==> src/afk_pkg.sv <==
// Package for the arm forward kinematics block: widths, codes, CORDIC table.
// No dependencies.
`default_nettype none
package afk_pkg;

  localparam int ANGLE_W = 16;
  localparam int ANGLE_BITS = 16;
  localparam int Q_W = 16;
  localparam int LEN_W = 24;
  localparam int POS_W = 26;
  localparam int CX_W = 33;
  localparam int CZ_W = 26;
  localparam int CORDIC_N = 16;
  localparam int CFG_AW = 5;
  localparam int CFG_DW = 32;
  localparam int ELBOW_SIGN = 1;
  localparam logic [ANGLE_W-1:0] UPPER_ANGLE_OFFSET = 16'd0;
  localparam logic [ANGLE_W-1:0] FOREARM_ANGLE_OFFSET = 16'd0;
  localparam logic signed [CX_W-1:0] CORDIC_X0 = 33'sd652032874;
  localparam logic [23:0] ANGLE_KEEP = 24'hFFFFFF & ~((24'd1 << (24 - ANGLE_BITS)) - 24'd1);

  typedef enum logic [2:0] {
    REG_SHOULDER_X, REG_SHOULDER_Z, REG_BASE_HEIGHT, REG_UPPER_LEN,
    REG_FOREARM_LEN, REG_JAW_DIST, REG_THROAT_DIST, REG_TIP_DIST
  } cfg_reg_t;

  typedef enum logic [1:0] {ANG_BASE, ANG_UPPER, ANG_FOREARM, ANG_AXIS} angle_sel_t;

  typedef enum logic [2:0] {
    PT_SHOULDER = 3'd0, PT_ELBOW = 3'd1, PT_WRIST = 3'd2,
    PT_JAW = 3'd3, PT_THROAT = 3'd4, PT_TIP = 3'd5
  } point_t;

  typedef struct packed {
    logic       valid;
    angle_sel_t sel;
  } cordic_tag_t;

  // atan(2^-i), 2^24 per turn
  function automatic logic signed [CZ_W-1:0] cordic_atan(input logic [3:0] i);
    logic signed [CZ_W-1:0] r;
    case (i)
      4'd0:  r = 26'sd2097152;
      4'd1:  r = 26'sd1238021;
      4'd2:  r = 26'sd654136;
      4'd3:  r = 26'sd332050;
      4'd4:  r = 26'sd166669;
      4'd5:  r = 26'sd83416;
      4'd6:  r = 26'sd41718;
      4'd7:  r = 26'sd20860;
      4'd8:  r = 26'sd10430;
      4'd9:  r = 26'sd5215;
      4'd10: r = 26'sd2608;
      4'd11: r = 26'sd1304;
      4'd12: r = 26'sd652;
      4'd13: r = 26'sd326;
      4'd14: r = 26'sd163;
      4'd15: r = 26'sd81;
      default: r = 26'sd0;
    endcase
    return r;
  endfunction

  function automatic logic [ANGLE_W-1:0] elbow_term(input logic [ANGLE_W-1:0] el);
    logic [ANGLE_W-1:0] r;
    if (ELBOW_SIGN > 0) r = el;
    else if (ELBOW_SIGN < 0) r = ~el + 16'd1;
    else r = '0;
    return r;
  endfunction

  function automatic logic signed [POS_W-1:0] sat_pos(input logic signed [27:0] v);
    logic signed [POS_W-1:0] r;
    if (v > 28'sd33554431) r = 26'sd33554431;
    else if (v < -28'sd33554432) r = -26'sd33554432;
    else r = v[POS_W-1:0];
    return r;
  endfunction

endpackage
`default_nettype wire

==> src/afk_cordic.sv <==
// Pipelined CORDIC sine/cosine, one angle per cycle, tag rides along.
// Depends on afk_pkg.
`default_nettype none
module afk_cordic (
  input  logic                          clk,
  input  logic                          rst_n,
  input  afk_pkg::cordic_tag_t          in_tag,
  input  logic [afk_pkg::ANGLE_W-1:0]   in_angle,
  output afk_pkg::cordic_tag_t          out_tag,
  output logic signed [afk_pkg::Q_W-1:0] out_sin,
  output logic signed [afk_pkg::Q_W-1:0] out_cos
);
  import afk_pkg::*;

  logic signed [CX_W-1:0] x_r [0:CORDIC_N];
  logic signed [CX_W-1:0] y_r [0:CORDIC_N];
  logic signed [CZ_W-1:0] z_r [0:CORDIC_N];
  logic                   flip_r [0:CORDIC_N];
  cordic_tag_t            tag_r [0:CORDIC_N];

  logic signed [CX_W-1:0] x_nxt [1:CORDIC_N];
  logic signed [CX_W-1:0] y_nxt [1:CORDIC_N];
  logic signed [CZ_W-1:0] z_nxt [1:CORDIC_N];

  logic [23:0]            a24;
  logic signed [CZ_W-1:0] z_in;
  logic signed [CZ_W-1:0] z0_nxt;
  logic                   flip0_nxt;

  logic signed [CX_W-1:0] rx, ry;
  logic signed [17:0]     qx, qy;
  logic signed [Q_W-1:0]  c_sat, s_sat;
  logic signed [Q_W-1:0]  sin_nxt, cos_nxt;
  cordic_tag_t            out_tag_r;
  logic signed [Q_W-1:0]  sin_r, cos_r;

  always_comb begin
    a24 = {in_angle, 8'd0} & ANGLE_KEEP;
    z_in = CZ_W'($signed(a24));
    if (z_in > 26'sh400000) begin
      z0_nxt = z_in - 26'sh800000;
      flip0_nxt = 1'b1;
    end else if (z_in < -26'sh400000) begin
      z0_nxt = z_in + 26'sh800000;
      flip0_nxt = 1'b1;
    end else begin
      z0_nxt = z_in;
      flip0_nxt = 1'b0;
    end
  end

  always_comb begin
    for (int i = 0; i < CORDIC_N; i++) begin
      if (z_r[i] >= 0) begin
        x_nxt[i+1] = x_r[i] - (y_r[i] >>> i);
        y_nxt[i+1] = y_r[i] + (x_r[i] >>> i);
        z_nxt[i+1] = z_r[i] - cordic_atan(4'(i));
      end else begin
        x_nxt[i+1] = x_r[i] + (y_r[i] >>> i);
        y_nxt[i+1] = y_r[i] - (x_r[i] >>> i);
        z_nxt[i+1] = z_r[i] + cordic_atan(4'(i));
      end
    end
  end

  always_comb begin
    rx = x_r[CORDIC_N] + 33'sd16384;
    ry = y_r[CORDIC_N] + 33'sd16384;
    qx = rx[32:15];
    qy = ry[32:15];
    if (qx > 18'sd32767) c_sat = 16'sd32767;
    else if (qx < -18'sd32767) c_sat = -16'sd32767;
    else c_sat = qx[Q_W-1:0];
    if (qy > 18'sd32767) s_sat = 16'sd32767;
    else if (qy < -18'sd32767) s_sat = -16'sd32767;
    else s_sat = qy[Q_W-1:0];
    cos_nxt = flip_r[CORDIC_N] ? -c_sat : c_sat;
    sin_nxt = flip_r[CORDIC_N] ? -s_sat : s_sat;
  end

  always_ff @(posedge clk) begin
    x_r[0] <= CORDIC_X0;
    y_r[0] <= '0;
    z_r[0] <= z0_nxt;
    flip_r[0] <= flip0_nxt;
    for (int i = 1; i <= CORDIC_N; i++) begin
      x_r[i] <= x_nxt[i];
      y_r[i] <= y_nxt[i];
      z_r[i] <= z_nxt[i];
      flip_r[i] <= flip_r[i-1];
    end
    sin_r <= sin_nxt;
    cos_r <= cos_nxt;
  end

  always_ff @(posedge clk) begin
    if (!rst_n) begin
      for (int i = 0; i <= CORDIC_N; i++) tag_r[i] <= '0;
      out_tag_r <= '0;
    end else begin
      tag_r[0] <= in_tag;
      for (int i = 1; i <= CORDIC_N; i++) tag_r[i] <= tag_r[i-1];
      out_tag_r <= tag_r[CORDIC_N];
    end
  end

  assign out_tag = out_tag_r;
  assign out_sin = sin_r;
  assign out_cos = cos_r;

endmodule
`default_nettype wire

==> config.mk <==
export PLATFORM = sky130hd
export DESIGN_NAME = afk_cordic
export DESIGN_NICKNAME = d
export VERILOG_FILES = /design/src/afk_pkg.sv /design/src/afk_cordic.sv
export SDC_FILE = /design/constraint.sdc
export NUM_CORES = 2
export LEC_CHECK = 0
export ABC_AREA = 1
export BUFFER_PORTS_ARGS = -buffer_cell sky130_fd_sc_hd__buf_2
export CAP_MARGIN = 20
export CORE_UTILIZATION = 55
export DETAILED_ROUTE_END_ITERATION = 8
export GPL_TIMING_DRIVEN = 0
export PLACE_DENSITY = 0.78
export SKIP_CTS_REPAIR_TIMING = 1
export SLEW_MARGIN = 5
export SYNTH_ARGS = -nofsm -noshare
export SYNTH_HDL_FRONTEND = slang
export SYNTH_SLANG_ARGS = --single-unit
==> constraint.sdc <==
create_clock -name clk -period 4.05 [get_ports clk]
set_input_delay 0.405 -clock clk [delete_from_list [all_inputs] [get_ports clk]]
set_output_delay 0.405 -clock clk [all_outputs]
set_load 0.01 [all_outputs]
==> flow_summary.toml <==
[logic_synthesis]
ys_ff_latch = 1396
synth_edf_count = 0
yosys.area.top_type = "dfxtp_1"
yosysMostFrequentCell = "nand2_1"
yosysUniqueCellTypes = 67
yosys_warnings = 0
syn_avg_cell_area_um2 = 7.32
ys_seq_area_share_pct = 26.3
synth.cell_area_um2 = 106000
synth_top_flop_cell = "dfxtp_1"
synth_common_cells = "2,289 x nand2_1, 2,046 x inv_1, 1,406 x a21oi_1, 1,396 x dfxtp_1, 1,281 x nor2_1"
synth_top_area_share_pct = 26.3
syn_inst = 14500
synth_area_leaders = "dfxtp_1 26%, ha_1 15%, xor2_1 9.5%"
syn_nets = 15800
postSynth.asyncResetShare_pct = 0

[run_status]
status = "finished, violations left"
violations = "setup timing"

[global_route]
busiest_layer = "met2"
gr-usage-met3_pct = 4.36
grt_max_degree = 32
track_usage_pct = 29.4
grtUsageMet1_pct = 38.3
grt_pass1_wl_mm = 468
grt_overflow = 0
grt_pass1_vias = 91200
antenna_found_initial = 5
use_met2_pct = 48.8

[routing]
wl_mm = 312
drc = 0
drt_iter0_markers = 8479
dr_total_vias = 99400
drtPass1Iterations = 6
post_drt_wl_per_cell_um = 17.7
antenna_left = 0
via_per_inst = 5.66

[final_layout]
regArea_um2 = 28000
fin_nets = 16300
final.fill_count = 16500
layout-drive-gt1-share_pct = 8.84
area_delta_synth_final_pct = 13.7
fin_cells = 17600
multi_input_area_um2 = 73200

[place]
post-place-ws_ps = -1620
gp_congestion = 0.994
port_buffers = 54
place_inst = 17100
place_hpwl_mm = 241

[sta]
slew_headroom_pct = 44.2
setup_viol = 22
fmax_mhz = 235
drv_slew = 0
worst_slack_ps = -205
period_minus_slack_ps = 4250
rsz0062_at_grt = "yes"
hold_viol = 0
post-route-period-util_pct = 105
tightest_slew_ps = 826
fin_skew_ps = 35.4

[worst_setup_path]
reg2regPathDepth = 23
cp.arrival_ps = 4940
timing.rr.start = "z_r[0][181]"
cp.required_ps = 4740
worstSetupEndpointType = "flop"
worst_path_max_delay_cell = "dfxtp_4"
start_kind = "flop"
cp_max_fo = 6
reg2reg_to = "y_r[0][258]"
worstSetupPathType = "reg2reg"
crit_path_cell_trace = "inv_4, ha_4, nand3b_1, nor4_2, nand3_2, nand2_4, buf_8, clkinvlp_4, buf_8, nand2_1, xor2_1, inv_1, ha_4, nand2_1, inv_1, a21oi_4, o21ai_4, a21boi_4, o21ai_4, a21boi_2, o21ai_2, a21oi_1, xnor2_1"
rrSetupSlack_ps = -200
max_stage_delay_ps = 360

[hold_path]
hold_depth = 3
hold_path_class = "in2reg"
holdPathEnd = "tag_r[3][2]"
min-delay-start = "rst_n"

[clocking]
cts_tree = "built"
cts.clk_slew.worst_paths_ps = 60
htreeDepth = 4
cts_inserted_buffers = 153
cts_buffer_depth = 3
clock_tree.root_cell = "clkbuf_16"
clkLatencyLatePin_ps = 820
cts_sinks = 1396

[floorplanning]
die_y_um = 441
floorplan.initialDensity_pct = 55.6
core_area_um2 = 191000
die_w_um = 441
die_area_um2 = 195000
row_count = 160
top_level_ports = 56

[job]
max_cap_viol_count = 0
-- cell type report --
class | count | area share (%)
diodes | 2 | 0.00415
clock inverters | 88 | 0.987
multi-input cells | 10900 | 60.7
inverters | 2060 | 6.45
plain buffers | 113 | 0.710
well taps | 2511 | 2.61
flip-flops and latches | 1396 | 23.2
clock buffers | 192 | 3.46
repair buffers | 283 | 1.84
-- stage by stage --
step,instance area (µm²),TNS [ps],hold WS (ps),util (%)
after floorplan,106000,0,310,-
after global placement,110000,-576700,310,57.4
after detailed placement,110000,-402980,312,57.4
after CTS,115000,-433430,-337,60.2
after global routing,121000,-7840,36.8,63.2
final,121000,-947,30.6,63.2
-- cells by family after synthesis --
kind of cell | count (synthesis) | synth area share [%]
simple gates | 4582 | 18.0
fa+ha+maj | 1290 | 15.5
mux | 1 | 0.00943
compound gates | 3277 | 17.7
flops | 1396 | 26.3
buf+inv | 2173 | 7.71
xor+xnor | 1781 | 14.7
-- state kept, by name, indices dropped and copies added (netlist names) --
| register | flops |
|---|---|
| flip_r | 17 |
| out_cos | 16 |
| out_sin | 16 |
| out_tag | 3 |
| tag_r | 51 |
| x_r | 456 |
| y_r | 481 |
| z_r | 356 |
-- worst max path at each step --
stage / startpoint / end / slack [ps] / cells past startpoint
2_1_floorplan: z_r[0][170] / x_r[0][259] / 20 / 18
3_3_place_gp: z_r[0][184] / x_r[0][290] / -2230 / 18
3_5_place_dp: z_r[0][157] / y_r[0][258] / -1620 / 21
4_1_cts: z_r[0][157] / y_r[0][258] / -1700 / 21
5_1_grt: z_r[0][181] / y_r[0][258] / -240 / 23
6_report: z_r[0][181] / y_r[0][258] / -200 / 23
-- placed cells by master, fill, tap and decap left out, types with 50 or more instances in the layout --
master	n
a21boi_1	57
a21boi_2	70
a21o_1	50
a21oi_1	1306
a21oi_2	83
a221oi_1	70
a31oi_1	354
buf_2	64
buf_4	200
clkbuf_1	53
clkbuf_16	159
dfxtp_1	1372
ha_1	1212
inv_1	2028
nand2_1	2266
nand3_1	348
nand4_1	165
nor2_1	1257
nor3_1	180
nor3_2	66
nor4_1	65
o21a_1	99
o21ai_0	583
o21ai_1	129
o21ai_2	133
o21bai_1	88
o31ai_1	58
xnor2_1	626
xor2_1	1129
-- per-layer routing --
metal	share of wire [%]	wire, µm	up-vias
li1	-	-	49300
met1	43	133000	45400
met2	45	140000	3829
met3	7.6	23700	870
met4	4.9	15200	2
met5	0.0042	13	-
-- critical path, delay by kind of cell, from the launching register on --
family	cells	cell delay (ps)
AOI/OAI and AO/OA	7	1220
and+or+nand+nor	6	850
buffers and inverters	6	790
xor gates and xnor gates	2	480
adders and majority gates	2	430
DFF	1	360
Power is left out: the tool's default activity adds up to more than one toggle a clock period on the data nets, which glitch-free logic cannot reach.
